$ cat src/design/bspa_pkg.sv
`default_nettype none
// ----------------------------------------------------------------------------
// bspa_pkg
// Shared types, codes and helpers of the bitmap sub-page pool allocator.
// ----------------------------------------------------------------------------
package bspa_pkg;

    localparam int CHUNK_SLOTS  = 16;
    localparam int SLOT_BITS    = $clog2(CHUNK_SLOTS);
    localparam int ADDRESS_BITS = 48;
    localparam int COUNT_BITS   = $clog2(CHUNK_SLOTS + 1);
    localparam int STAMP_BITS   = 32;
    localparam int MAP_BITS     = 64;
    localparam int IDX_BITS     = 7;
    localparam int RATIO_BITS   = 7;
    localparam int SHIFT_BITS   = 6;
    localparam int CFG_DATA_BITS = 7;

    typedef enum logic [1:0] {
        OP_RESERVE  = 2'd0,
        OP_ALLOCATE = 2'd1,
        OP_FREE     = 2'd2,
        OP_TRIM     = 2'd3
    } op_t;

    typedef enum logic [1:0] {
        ST_OK      = 2'd0,
        ST_NOMEM   = 2'd1,
        ST_INVALID = 2'd2,
        ST_NOTHING = 2'd3
    } status_t;

    typedef enum logic [1:0] {
        TAG_UNUSED  = 2'd0,
        TAG_FREE    = 2'd1,
        TAG_PARTIAL = 2'd2,
        TAG_FULL    = 2'd3
    } tag_t;

    // configuration register indexes
    localparam logic CFG_RATIO = 1'b0;
    localparam logic CFG_SHIFT = 1'b1;

    localparam logic [RATIO_BITS-1:0] RATIO_RESET = 7'd64;
    localparam logic [SHIFT_BITS-1:0] SHIFT_RESET = 6'd12;

    typedef struct packed {
        logic [1:0]              operation;
        logic [ADDRESS_BITS-1:0] address;
        logic [SLOT_BITS-1:0]    slot;
        logic [4:0]              count_target;
    } in_item_t;

    typedef struct packed {
        logic [1:0]              status;
        logic [ADDRESS_BITS-1:0] result_address;
        logic [SLOT_BITS-1:0]    result_slot;
        logic [4:0]              free_count;
        logic [4:0]              partial_count;
        logic [4:0]              full_count;
    } out_item_t;

    // commands from controller to datapath
    typedef struct packed {
        logic                 capture;
        logic                 scan;
        logic [SLOT_BITS-1:0] scan_idx;
        logic                 prep;
        logic                 calc;
        logic                 commit;
    } bspa_cmd_t;

    // index of lowest set bit, MAP_BITS when none
    function automatic logic [IDX_BITS-1:0] low_set_index(input logic [MAP_BITS-1:0] v);
        logic [IDX_BITS-1:0] r;
        r = IDX_BITS'(MAP_BITS);
        for (int i = MAP_BITS - 1; i >= 0; i--) begin
            if (v[i])
            begin
                r = IDX_BITS'(i);
            end
        end
        return r;
    endfunction

    // bits below the ratio
    function automatic logic [MAP_BITS-1:0] low_mask(input logic [RATIO_BITS-1:0] ratio);
        logic [MAP_BITS-1:0] m;
        if (ratio >= RATIO_BITS'(MAP_BITS))
        begin
            m = '1;
        end
        else
        begin
            m = (MAP_BITS'(1) << ratio) - MAP_BITS'(1);
        end
        return m;
    endfunction

endpackage
`default_nettype wire

$ cat src/design/bspa_ctrl.sv
`default_nettype none
// ----------------------------------------------------------------------------
// bspa_ctrl
// Request sequencer: accept, slot scan, operand fetch, compute, commit.
// ----------------------------------------------------------------------------
module bspa_ctrl
    import bspa_pkg::*;
(
    input  wire logic      clk,
    input  wire logic      rst_n,
    input  wire logic      in_valid,
    output logic           in_stall,
    output logic           out_valid,
    input  wire logic      out_stall,
    output bspa_cmd_t      cmd
);

    typedef enum logic [2:0] {
        S_IDLE,
        S_SCAN,
        S_PREP,
        S_CALC,
        S_COMMIT
    } state_t;

    state_t               state_reg, state_next;
    logic [SLOT_BITS-1:0] idx_reg, idx_next;
    logic                 valid_reg, valid_next;
    logic                 out_free;

    assign out_free = !valid_reg || !out_stall;

    // command decode
    always_comb
    begin
        cmd          = '0;
        cmd.capture  = (state_reg == S_IDLE) && in_valid;
        cmd.scan     = (state_reg == S_SCAN);
        cmd.scan_idx = idx_reg;
        cmd.prep     = (state_reg == S_PREP);
        cmd.calc     = (state_reg == S_CALC);
        cmd.commit   = (state_reg == S_COMMIT) && out_free;
    end

    // next state
    always_comb
    begin
        state_next = state_reg;
        idx_next   = idx_reg;
        valid_next = valid_reg && out_stall;
        unique case (state_reg)
            S_IDLE:
            begin
                if (in_valid)
                begin
                    state_next = S_SCAN;
                    idx_next   = '0;
                end
            end
            S_SCAN:
            begin
                idx_next = idx_reg + 1'b1;
                if (idx_reg == SLOT_BITS'(CHUNK_SLOTS - 1))
                begin
                    state_next = S_PREP;
                end
            end
            S_PREP:   state_next = S_CALC;
            S_CALC:   state_next = S_COMMIT;
            S_COMMIT:
            begin
                if (out_free)
                begin
                    state_next = S_IDLE;
                    valid_next = 1'b1;
                end
            end
            default:  state_next = S_IDLE;
        endcase
    end

    always_ff @(posedge clk or negedge rst_n)
    begin
        if (!rst_n)
        begin
            state_reg <= S_IDLE;
            idx_reg   <= '0;
            valid_reg <= 1'b0;
        end
        else
        begin
            state_reg <= state_next;
            idx_reg   <= idx_next;
            valid_reg <= valid_next;
        end
    end

    assign in_stall  = (state_reg != S_IDLE);
    assign out_valid = valid_reg;

endmodule
`default_nettype wire

$ cat src/design/bspa_datapath.sv
`default_nettype none
// ----------------------------------------------------------------------------
// bspa_datapath
// Chunk table, list scan trackers, operand registers and result register.
// ----------------------------------------------------------------------------
module bspa_datapath
    import bspa_pkg::*;
(
    input  wire logic                     clk,
    input  wire logic                     rst_n,
    input  wire bspa_cmd_t                cmd,
    input  wire in_item_t                 in_data,
    input  wire logic                     cfg_write,
    input  wire logic                     cfg_index,
    input  wire logic [CFG_DATA_BITS-1:0] cfg_data,
    output out_item_t                     out_data
);

    // chunk table
    logic [ADDRESS_BITS-1:0] base_reg  [CHUNK_SLOTS];
    logic [MAP_BITS-1:0]     bits_reg  [CHUNK_SLOTS];
    tag_t                    tag_reg   [CHUNK_SLOTS];
    logic [STAMP_BITS-1:0]   stamp_reg [CHUNK_SLOTS];
    logic [STAMP_BITS-1:0]   counter_reg;
    logic [COUNT_BITS-1:0]   nfree_reg, npart_reg, nfull_reg;
    logic [RATIO_BITS-1:0]   ratio_reg;
    logic [SHIFT_BITS-1:0]   shift_reg;

    in_item_t                item_reg;
    op_t                     op;

    // scan trackers
    logic                    pfound_reg, ffound_reg, ufound_reg;
    logic [SLOT_BITS-1:0]    pidx_reg, fidx_reg, uidx_reg;
    logic [STAMP_BITS-1:0]   pstamp_reg, fstamp_reg;
    tag_t                    slot_tag_reg;

    // operands
    logic [SLOT_BITS-1:0]    sel_reg;
    logic [ADDRESS_BITS-1:0] base_q_reg, diff_q_reg;
    logic [MAP_BITS-1:0]     bits_q_reg;
    tag_t                    old_tag_reg;
    logic [IDX_BITS-1:0]     idx_q_reg;
    logic [ADDRESS_BITS-1:0] off_q_reg;

    out_item_t               out_reg;

    assign op = op_t'(item_reg.operation);

    // configuration writes
    always_ff @(posedge clk or negedge rst_n)
    begin
        if (!rst_n)
        begin
            ratio_reg <= RATIO_RESET;
            shift_reg <= SHIFT_RESET;
        end
        else if (cfg_write)
        begin
            if (cfg_index == CFG_RATIO)
            begin
                ratio_reg <= cfg_data[RATIO_BITS-1:0];
            end
            else
            begin
                shift_reg <= cfg_data[SHIFT_BITS-1:0];
            end
        end
    end

    // request capture and slot scan, one slot a cycle
    tag_t                  scan_tag;
    logic [STAMP_BITS-1:0] scan_stamp;
    assign scan_tag   = tag_reg[cmd.scan_idx];
    assign scan_stamp = stamp_reg[cmd.scan_idx];

    always_ff @(posedge clk or negedge rst_n)
    begin
        if (!rst_n)
        begin
            pfound_reg <= 1'b0;
            ffound_reg <= 1'b0;
            ufound_reg <= 1'b0;
        end
        else if (cmd.capture)
        begin
            pfound_reg <= 1'b0;
            ffound_reg <= 1'b0;
            ufound_reg <= 1'b0;
        end
        else if (cmd.scan)
        begin
            if (scan_tag == TAG_PARTIAL && (!pfound_reg || scan_stamp > pstamp_reg))
            begin
                pfound_reg <= 1'b1;
            end
            if (scan_tag == TAG_FREE && (!ffound_reg || scan_stamp > fstamp_reg))
            begin
                ffound_reg <= 1'b1;
            end
            if (scan_tag == TAG_UNUSED)
            begin
                ufound_reg <= 1'b1;
            end
        end
    end

    always_ff @(posedge clk)
    begin
        if (cmd.capture)
        begin
            item_reg <= in_data;
        end
        if (cmd.scan)
        begin
            if (scan_tag == TAG_PARTIAL && (!pfound_reg || scan_stamp > pstamp_reg))
            begin
                pidx_reg   <= cmd.scan_idx;
                pstamp_reg <= scan_stamp;
            end
            if (scan_tag == TAG_FREE && (!ffound_reg || scan_stamp > fstamp_reg))
            begin
                fidx_reg   <= cmd.scan_idx;
                fstamp_reg <= scan_stamp;
            end
            if (scan_tag == TAG_UNUSED && !ufound_reg)
            begin
                uidx_reg <= cmd.scan_idx;
            end
            if (cmd.scan_idx == item_reg.slot)
            begin
                slot_tag_reg <= scan_tag;
            end
        end
    end

    // slot selection and operand fetch
    logic [SLOT_BITS-1:0] sel_next;
    tag_t                 old_tag_next;
    always_comb
    begin
        unique case (op)
            OP_RESERVE:
            begin
                sel_next     = uidx_reg;
                old_tag_next = TAG_UNUSED;
            end
            OP_ALLOCATE:
            begin
                sel_next     = pfound_reg ? pidx_reg : fidx_reg;
                old_tag_next = pfound_reg ? TAG_PARTIAL : TAG_FREE;
            end
            OP_FREE:
            begin
                sel_next     = item_reg.slot;
                old_tag_next = slot_tag_reg;
            end
            OP_TRIM:
            begin
                sel_next     = fidx_reg;
                old_tag_next = TAG_FREE;
            end
            default:
            begin
                sel_next     = fidx_reg;
                old_tag_next = TAG_FREE;
            end
        endcase
    end

    always_ff @(posedge clk)
    begin
        if (cmd.prep)
        begin
            sel_reg     <= sel_next;
            old_tag_reg <= old_tag_next;
            base_q_reg  <= base_reg[sel_next];
            bits_q_reg  <= bits_reg[sel_next];
            diff_q_reg  <= item_reg.address - base_reg[sel_next];
        end
        if (cmd.calc)
        begin
            idx_q_reg <= low_set_index(bits_q_reg);
            off_q_reg <= diff_q_reg >> shift_reg;
        end
    end

    // commit decision
    logic                    wr_tag, wr_enter, wr_base, wr_bits;
    tag_t                    new_tag;
    logic [MAP_BITS-1:0]     new_bits, mask, cleared, set_bits;
    status_t                 status;
    logic [ADDRESS_BITS-1:0] raddr, sub_addr;
    logic [SLOT_BITS-1:0]    rslot;
    logic                    off_ok;

    assign mask     = low_mask(ratio_reg);
    assign cleared  = bits_q_reg & ~(MAP_BITS'(1) << idx_q_reg[5:0]);
    assign set_bits = bits_q_reg | (MAP_BITS'(1) << off_q_reg[5:0]);
    assign sub_addr = base_q_reg
                    + (ADDRESS_BITS'(idx_q_reg[5:0]) << shift_reg);
    assign off_ok   = (off_q_reg < ADDRESS_BITS'(MAP_BITS))
                    && (off_q_reg < ADDRESS_BITS'(ratio_reg))
                    && !bits_q_reg[off_q_reg[5:0]];

    always_comb
    begin
        wr_tag   = 1'b0;
        wr_enter = 1'b0;
        wr_base  = 1'b0;
        wr_bits  = 1'b0;
        new_tag  = TAG_UNUSED;
        new_bits = '1;
        status   = ST_OK;
        raddr    = '0;
        rslot    = '0;
        unique case (op)
            OP_RESERVE:
            begin
                if (nfree_reg >= item_reg.count_target)
                begin
                    status = ST_NOTHING;
                end
                else if (!ufound_reg)
                begin
                    status = ST_NOMEM;
                end
                else
                begin
                    wr_tag   = 1'b1;
                    wr_enter = 1'b1;
                    wr_base  = 1'b1;
                    wr_bits  = 1'b1;
                    new_tag  = TAG_FREE;
                    new_bits = '1;
                    raddr    = item_reg.address;
                    rslot    = sel_reg;
                end
            end
            OP_ALLOCATE:
            begin
                if (pfound_reg)
                begin
                    if (idx_q_reg >= ratio_reg || idx_q_reg == IDX_BITS'(MAP_BITS))
                    begin
                        wr_tag   = 1'b1;
                        wr_enter = 1'b1;
                        new_tag  = TAG_FULL;
                        status   = ST_INVALID;
                    end
                    else
                    begin
                        wr_bits  = 1'b1;
                        new_bits = cleared;
                        if ((cleared & mask) == '0)
                        begin
                            wr_tag   = 1'b1;
                            wr_enter = 1'b1;
                            new_tag  = TAG_FULL;
                        end
                        raddr = sub_addr;
                        rslot = sel_reg;
                    end
                end
                else if (ffound_reg)
                begin
                    wr_bits  = 1'b1;
                    new_bits = ~MAP_BITS'(1);
                    wr_tag   = 1'b1;
                    wr_enter = 1'b1;
                    new_tag  = ((~MAP_BITS'(1) & mask) == '0) ? TAG_FULL : TAG_PARTIAL;
                    raddr    = base_q_reg;
                    rslot    = sel_reg;
                end
                else
                begin
                    status = ST_NOMEM;
                end
            end
            OP_FREE:
            begin
                if (old_tag_reg == TAG_UNUSED || !off_ok)
                begin
                    status = ST_INVALID;
                end
                else
                begin
                    wr_bits  = 1'b1;
                    new_bits = set_bits;
                    if (old_tag_reg == TAG_FULL)
                    begin
                        wr_tag   = 1'b1;
                        wr_enter = 1'b1;
                        new_tag  = (set_bits == '1) ? TAG_FREE : TAG_PARTIAL;
                    end
                    else if (old_tag_reg == TAG_PARTIAL && set_bits == '1)
                    begin
                        wr_tag   = 1'b1;
                        wr_enter = 1'b1;
                        new_tag  = TAG_FREE;
                    end
                end
            end
            OP_TRIM:
            begin
                if (nfree_reg <= item_reg.count_target)
                begin
                    status = ST_NOTHING;
                end
                else
                begin
                    wr_tag  = 1'b1;
                    new_tag = TAG_UNUSED;
                    raddr   = base_q_reg;
                    rslot   = sel_reg;
                end
            end
            default:
            begin
                status = ST_INVALID;
            end
        endcase
    end

    // list counts after the tag move
    logic [COUNT_BITS-1:0] nfree_next, npart_next, nfull_next;
    always_comb
    begin
        nfree_next = nfree_reg;
        npart_next = npart_reg;
        nfull_next = nfull_reg;
        if (wr_tag)
        begin
            if (old_tag_reg == TAG_FREE)    nfree_next = nfree_next - 1'b1;
            if (old_tag_reg == TAG_PARTIAL) npart_next = npart_next - 1'b1;
            if (old_tag_reg == TAG_FULL)    nfull_next = nfull_next - 1'b1;
            if (new_tag == TAG_FREE)        nfree_next = nfree_next + 1'b1;
            if (new_tag == TAG_PARTIAL)     npart_next = npart_next + 1'b1;
            if (new_tag == TAG_FULL)        nfull_next = nfull_next + 1'b1;
        end
    end

    // control state of the table
    always_ff @(posedge clk or negedge rst_n)
    begin
        if (!rst_n)
        begin
            counter_reg <= '0;
            nfree_reg   <= '0;
            npart_reg   <= '0;
            nfull_reg   <= '0;
            for (int i = 0; i < CHUNK_SLOTS; i++)
            begin
                tag_reg[i]   <= TAG_UNUSED;
                stamp_reg[i] <= '0;
            end
        end
        else if (cmd.commit)
        begin
            nfree_reg <= nfree_next;
            npart_reg <= npart_next;
            nfull_reg <= nfull_next;
            if (wr_tag)
            begin
                tag_reg[sel_reg] <= new_tag;
            end
            if (wr_enter)
            begin
                counter_reg        <= counter_reg + 1'b1;
                stamp_reg[sel_reg] <= counter_reg + 1'b1;
            end
        end
    end

    // payload of the table and result register
    always_ff @(posedge clk)
    begin
        if (cmd.commit)
        begin
            if (wr_base)
            begin
                base_reg[sel_reg] <= item_reg.address;
            end
            if (wr_bits)
            begin
                bits_reg[sel_reg] <= new_bits;
            end
            out_reg.status         <= status;
            out_reg.result_address <= raddr;
            out_reg.result_slot    <= rslot;
            out_reg.free_count     <= nfree_next;
            out_reg.partial_count  <= npart_next;
            out_reg.full_count     <= nfull_next;
        end
    end

    assign out_data = out_reg;

endmodule
`default_nettype wire

$ cat src/design/bitmap_subpage_pool_allocator_core.sv
`default_nettype none
// ----------------------------------------------------------------------------
// bitmap_subpage_pool_allocator_core
// Sixteen-slot chunk table with per-chunk sub-page bitmaps and free, partial
// and full lists ordered most-recent-first.
// ----------------------------------------------------------------------------
// Each request is accepted, then the sixteen chunk slots are scanned one per
// cycle for the list heads and a free slot, then operand fetch, compute and
// commit follow. A new request is accepted the cycle after commit, while the
// previous result still waits in the output register. Configuration must be
// written by the user only while no request is in flight; the block itself
// does not enforce this.
module bitmap_subpage_pool_allocator_core
    import bspa_pkg::*;
(
    input  wire logic                     clk,
    input  wire logic                     rst_n,
    input  wire logic                     in_valid,
    output logic                          in_stall,
    input  wire in_item_t                 in_data,
    output logic                          out_valid,
    input  wire logic                     out_stall,
    output out_item_t                     out_data,
    input  wire logic                     cfg_write,
    input  wire logic                     cfg_index,
    input  wire logic [CFG_DATA_BITS-1:0] cfg_data
);

    bspa_cmd_t cmd;

    bspa_ctrl u_ctrl (
        .clk       (clk),
        .rst_n     (rst_n),
        .in_valid  (in_valid),
        .in_stall  (in_stall),
        .out_valid (out_valid),
        .out_stall (out_stall),
        .cmd       (cmd)
    );

    bspa_datapath u_datapath (
        .clk       (clk),
        .rst_n     (rst_n),
        .cmd       (cmd),
        .in_data   (in_data),
        .cfg_write (cfg_write),
        .cfg_index (cfg_index),
        .cfg_data  (cfg_data),
        .out_data  (out_data)
    );

    // commit only into a free output register
    assert property (@(posedge clk) disable iff (!rst_n)
        cmd.commit |-> (!out_valid || !out_stall))
        else $error("commit while result register is occupied");

    // one request at a time
    assert property (@(posedge clk) disable iff (!rst_n)
        (in_valid && !in_stall) |=> in_stall)
        else $error("second request accepted while busy");

    // lists never hold more chunks than slots
    assert property (@(posedge clk) disable iff (!rst_n)
        out_valid |-> ((7'(out_data.free_count) + 7'(out_data.partial_count)
                        + 7'(out_data.full_count)) <= 7'(CHUNK_SLOTS)))
        else $error("list counts exceed table size");

endmodule
`default_nettype wire

$ cat config.mk
export PLATFORM = sky130hd
export DESIGN_NAME = bitmap_subpage_pool_allocator_core
export DESIGN_NICKNAME = d
export VERILOG_FILES = /design/src/design/bspa_pkg.sv /design/src/design/bspa_ctrl.sv /design/src/design/bspa_datapath.sv /design/src/design/bitmap_subpage_pool_allocator_core.sv
export SDC_FILE = /design/constraint.sdc
export NUM_CORES = 2
export LEC_CHECK = 0
export ABC_AREA = 1
export BUFFER_PORTS_ARGS = -buffer_cell sky130_fd_sc_hd__buf_2
export CAP_MARGIN = 10
export CELL_PAD_IN_SITES_DETAIL_PLACEMENT = 0
export CELL_PAD_IN_SITES_GLOBAL_PLACEMENT = 2
export CORE_AREA = 2 2 490 613
export DETAILED_ROUTE_END_ITERATION = 10
export DIE_AREA = 0 0 492 615
export PLACE_DENSITY_LB_ADDON = 0.1
export SKIP_CTS_REPAIR_TIMING = 1
export SLEW_MARGIN = 40
export SYNTH_ARGS = -nofsm -noshare
export SYNTH_HDL_FRONTEND = slang
export SYNTH_SLANG_ARGS = --single-unit
$ cat constraint.sdc
create_clock -name clk -period 11.3 [get_ports clk]
set_input_delay 2.26 -clock clk [delete_from_list [all_inputs] [get_ports clk]]
set_output_delay 2.26 -clock clk [all_outputs]
set_load 0.03 [all_outputs]
Yosys cells after proc, flatten, opt, wreduce, memory -nomap -nowiden --
Memory sizes are Yosys's and may differ from the RTL's. A register that Yosys moved wholly into a read port is not among the register bits. Index checks and enable logic that the tools add are counted.
Storage, ports and cells: logic and storage cells 357, memories 2, RAM bits 1792, bits in registers 978, output and inout port bits 71, input port bits 72
Cells by class: add/subtract/negate cells 11, shifts and indexed selects 5, reduce and logical (&&, ||, !) cells 53, magnitude comparators 12, mux-type cells 173, bitwise gates (word level) 7, eq/ne operators 22
Memory list:
- u_datapath.bits_reg | words 16, bits a word 64, read ports 1, clocked after Yosys merged registers in 1, wr ports 1, line bspa_datapath.sv:21 | logic [MAP_BITS-1:0] bits_reg [CHUNK_SLOTS];
- u_datapath.base_reg | words 16, bits a word 48, read ports 1, clocked after Yosys merged registers in 0, wr ports 1, line bspa_datapath.sv:20 | logic [ADDRESS_BITS-1:0] base_reg [CHUNK_SLOTS];
Operators by type and width (number):
- 512-bit bitwise mux | 1
- 48-bit 2-to-1 mux | 6
- 64-bit 2-to-1 mux | 4
- 6-bit 2-to-1 mux | 31
- 48-bit one-hot mux with 3 select lines | 1
- 5-bit 2-to-1 mux | 28
- 64-bit AND | 2
- 32-bit binary-select mux with 4-bit select | 1
- 32-bit demux with 4-bit select | 1
- 64-bit logical NOT | 2
- 64-bit one-hot mux with 2 select lines | 1
- 1-bit by 6-bit left shift with 64-bit output, first input constant | 2
- 32-bit 2-to-1 mux | 3
- 64-bit == test, second input constant | 1
- 32-bit greater-than comparator | 2
- 4-bit 2-to-1 mux | 16
- 64-bit inverter | 1
- 64-bit OR | 1
- 1-bit by 7-bit left shift with 64-bit output, first input constant | 1
- 64-bit by 2-bit subtractor with 64-bit output, second input constant | 1
- 63-bit OR reduction | 1
- 48-bit adder | 1
- 48-bit by 7-bit less-than comparator with 1-bit output | 1
- 48-bit by 7-bit less-than comparator with 1-bit output, second input constant | 1
- 55 further kinds | 173

Logic depth before layout (Yosys ltp) --
depth after elaboration 63, mapped depth 63, depth with buffers taken out 63

Modules after synthesis --
From an unflattened synthesis, not the netlist that was laid out.
Second synthesis, totals: cell total of the unflattened synthesis 11804, area total of the unflattened synthesis 127103.2 um^2
Modules (own cells, without submodules):
- bspa_datapath | instances 1, area each 126651.5 um^2, seq. area each 81827.2 um^2, cells an instance 11741
- bspa_ctrl | instances 1, area each 451.7 um^2, seq. area each 200.2 um^2, cells an instance 63

Worst setup path after synthesis --
OpenSTA, ideal clock, no wires.
kind input-to-reg, start input port out_stall, end memory u_datapath.bits_reg[0][0], enable pin, arrival 10022 ps, stages on the path 8, buffers on the path 1, path slack 791 ps, required time 10813 ps, library setup time 487 ps, cells stage by stage nand2_1 > inv_1 > nor2_1 > clkinv_1 > nor2_1 > nand2_1 > clkbuf_1 > nor2_1
RTL lines:
- from (decl) | line bitmap_subpage_pool_allocator_core.sv:22 | input wire logic out_stall,
- to (decl) | line bspa_datapath.sv:21

Worst setup path in the final report --
start register u_datapath.item_reg, in the netlist u_datapath.op[1], end register u_datapath.diff_q_reg[46], data pin
On the way: word-level cells in the longest chain between the ends 4, elaborated cells between the ends (all ways) 7, those cells by class add/sub (1); eq/ne (3); mux (1); reduce/logical (1); memory (1)
Ends and longest elaborated chain:
- from (decl) | line bspa_datapath.sv:29 | in_item_t item_reg;
- from (signal assigned) | line bspa_datapath.sv:112 | item_reg <= in_data;
- 2-bit == test (tied with other cells) | line bspa_datapath.sv:142 | unique case (op)
- 4-bit one-hot mux with 4 select lines (*) | line bspa_datapath.sv:142
- memory read 16 x 48 bit (*)
- 48-bit subtractor (*) | line bspa_datapath.sv:179 | diff_q_reg <= item_reg.address - base_reg[sel_next];
- to (signal assigned) | line bspa_datapath.sv:179
- to (decl) | line bspa_datapath.sv:40 | logic [ADDRESS_BITS-1:0] base_q_reg, diff_q_reg;
Every way passes the cells marked *; elsewhere a longest branch is shown, timed or not. A chain may end at the register's enable or synchronous reset.

==> results by group <==
Synth
  • Syn Std Cell Area: 127100 um^2
  • Cells after Synth: 11809
  • Area share of the largest cell type after synthesis: 52.41%
  • Seq cells post-synth: 2834
  • Top cells by area, synth: edfxtp_1 (52%), dfrtp_1 (12%), o21ai_0 (6.5%), nand2_1 (5.2%), nor2_1 (4.3%)
  • FFs w/ async S/R, synth: 21.70%
  • Post-synth cell types: 64
  • Synth area leader: edfxtp_1
  • Predominant post-synthesis flop cell: edfxtp_1
  • Synthesis Warnings: 0
  • Post-Syn Nets: 12073
  • Seq/Total Area, Yosys: 64.52%
  • Number of synthesized flops with an enable pin: 2219
  • Avg Inst Size Synth: 10.77 um^2

CTS
  • CTS tree: done
  • Clock Pin Slew Worst Setup and Hold Paths: 0.06 ns
  • CTS Buf Count: 304
  • Clock buffer depth: 4
  • CTS Sinks: 2834
  • Root Buffer: clkbuf_16
  • Clock Latency Late Sink: 0.88 ns
  • H-tree depth: 5

Hold path
  • Hold worst-path end: u_datapath.stamp_reg[489]
  • Min-Delay Path Depth: 2
  • Hold WC Path Type: reg2reg
  • HP Start: u_datapath.stamp_reg[489]

Power and ir drop
  • Comb pwr share: 33.8%
  • Switching component of the power: 13.55 mW
  • Cell Int Power: 22.00 mW
  • Sw Share: 38.11%
  • PwrDens: 247.9 nW/um^2
  • Pleak: 52.85 nW
  • Clock power frac: 28.4%
  • Seq pwr share: 37.8%
  • Max IR drop VDD: 0.1583 mV

STA
  • RSZ-0062 raised after global routing: no
  • Fin crit period: 9.653 ns
  • Setup TNS: 0 ns
  • Hold slack: 0.4650 ns
  • Slew at the pin closest to its max-slew limit: 0.9688 ns
  • Final Setup Violations: 0
  • Slew margin rel.: 35.11%
  • Hold Vio Cnt, Final: 0
  • Fmax: 0.1036 GHz
  • Worst clock skew: 0.06962 ns
  • Final period utilization: 85.42%
  • Final slew viol count: 0

Drt
  • Final ANT Viol Nets: 0
  • Drt drc: 0
  • Routed length per instance: 27.91 um
  • Post-DR vias/cell: 5.796
  • Vias: 92621
  • Iter 0 DRT Violations: 9218
  • Drt pass-1 iters: 9
  • Post-Route WL: 446100 um

Placement
  • Placer Congestion: 0.9520
  • IO buf count: 142
  • DPL Wire Length: 279400 um

Floorplanning
  • Core area: 297100 um^2
  • Row count: 224
  • Initial core utilization: 42.79%
  • Die Area: 302600 um^2
  • Die H: 615 um
  • I/O pins: 143
  • Die X: 492 um

Global route
  • Total grt overflow: 0
  • Pin count of the biggest net entering global routing: 145
  • Global-route wire length before repair: 640300 um
  • Initial antenna violation count: 27
  • Vias in the first global route: 89404
  • Tot GR Track Use: 28.73%

Setup path
  • CP peak stage delay: 0.57 ns
  • Worst EP required: 11.89 ns
  • Reg2reg end: u_datapath.diff_q_reg[46]
  • CP dominant cell by count: nand2_1
  • Startpoint Class: register
  • Crit. End Element: register
  • Worst reg-to-reg path cell count: 41
  • Worst-path fanout max: 113
  • R2R setup slack: 1.65 ns
  • Slowest CP cell: inv_8
  • Setup Crit Path Kind: reg2reg
  • Worst Path Arrival: 10.24 ns
  • Reg-to-Reg Start: u_datapath.op[1]

Layout
  • Area of the multi-input gates: 40260 um^2
  • Max reg flops: 1024
  • Layout fillers: 27142
  • Nets: 12048
  • Synth-to-layout area growth: 12.79%
  • Register Area: 82040 um^2
  • Most frequent cells in the layout: edfxtp_1 (2219), nand2_1 (1760), o21ai_0 (1654)
  • Most common cell after layout, fill and taps aside: edfxtp_1
  • Share of cells above drive strength 1: 8.663%

Flow run
  • Max_cap viols: 0

Run status
  • Status: complete, no violations
-- synth_stat cells (195+ instances only) --
master,instances
clkbuf_1,647
dfrtp_1,612
nand2_1,1761
edfxtp_1,2219
mux2i_1,243
o221ai_1,195
nand3_1,333
o22ai_1,264
o21ai_0,1661
inv_1,652
nor2_1,1453
a21oi_1,376
-- layout make-up --
cell class | count | share of cell area, %
flip-flops and latches | 2834 | 57.21
multi-input cells | 7533 | 28.08
clock buffers | 387 | 5.696
well taps | 3955 | 3.451
repair buffers | 423 | 2.493
inverters | 688 | 1.840
clock inverters | 152 | 1.215
diodes | 9 | 0.01571
-- kinds of logic (layout without fill, tap and decap cells) --
group | count (synthesis) | in the layout | share of synthesized area [%]
compound gates | 3023 | 3023 | 13.78
xor+xnor | 107 | 107 | 0.7371
fa+ha+maj | 192 | 192 | 1.901
buf+inv | 1442 | 1650 | 4.326
flops | 2834 | 2834 | 64.52
mux | 243 | 243 | 1.913
other cells | 0 | 9 | 0
simple gates | 3968 | 3968 | 12.83
-- power groups by stage --
stage / Combinational (mW) / Clock, mW / Sequential [mW]
floorplan: 7.32 / 0 / 13.4
global placement: 11.8 / 0 / 13.6
detailed placement: 11.9 / 0 / 13.6
CTS: 12.0 / 10.3 / 13.4
global route: 13.1 / 10.7 / 13.5
finish: 12.0 / 10.1 / 13.4
-- stage by stage --
stage	util [%]	total power, mW	setup WS (ns)	cell area [um^2]	instances
2_1_floorplan	-	20.76	0.7912	127100	11809
3_3_place_gp	44.56	25.41	1.613	132400	15399
3_5_place_dp	44.82	25.56	1.700	133200	15424
4_1_cts	48.16	35.68	1.683	143100	15963
5_1_grt	48.26	37.27	0.7667	143400	15975
6_report	48.27	35.55	1.647	143400	15981
-- layer usage --
metal	share of wire, %	wire (um)	track usage, %
met4	3.3	14620	8.746
met1	43	191500	39.12
met2	48	215000	47.96
met3	5.6	24840	3.594
met5	0.0063	28	0
-- how the worst max path moves through the flow --
stage,from,endpoint,slack (ns),cells past startpoint
floorplan,out_stall,u_datapath.bits_reg[0][0],0.79,8
global placement,u_datapath.op[1],u_datapath.diff_q_reg[46],1.61,40
detailed placement,u_datapath.op[1],u_datapath.diff_q_reg[46],1.70,41
CTS,u_datapath.op[1],u_datapath.diff_q_reg[46],1.68,41
global route,u_datapath.op[1],u_datapath.diff_q_reg[46],0.77,41
finish,u_datapath.op[1],u_datapath.diff_q_reg[46],1.65,41
-- worst max-delay path, delay by kind of cell, from the launching register on --
family                     cells  cell delay [ns]
buffers and inverters          4             1.25
DFF                            1             0.45
and+or+nand+nor               14             1.99
xor gates and xnor gates       1             0.11
AOI/OAI and AO/OA             19             4.63
adders and majority gates      3             0.93
No activity file was read; power rests on OpenSTA's default activity.
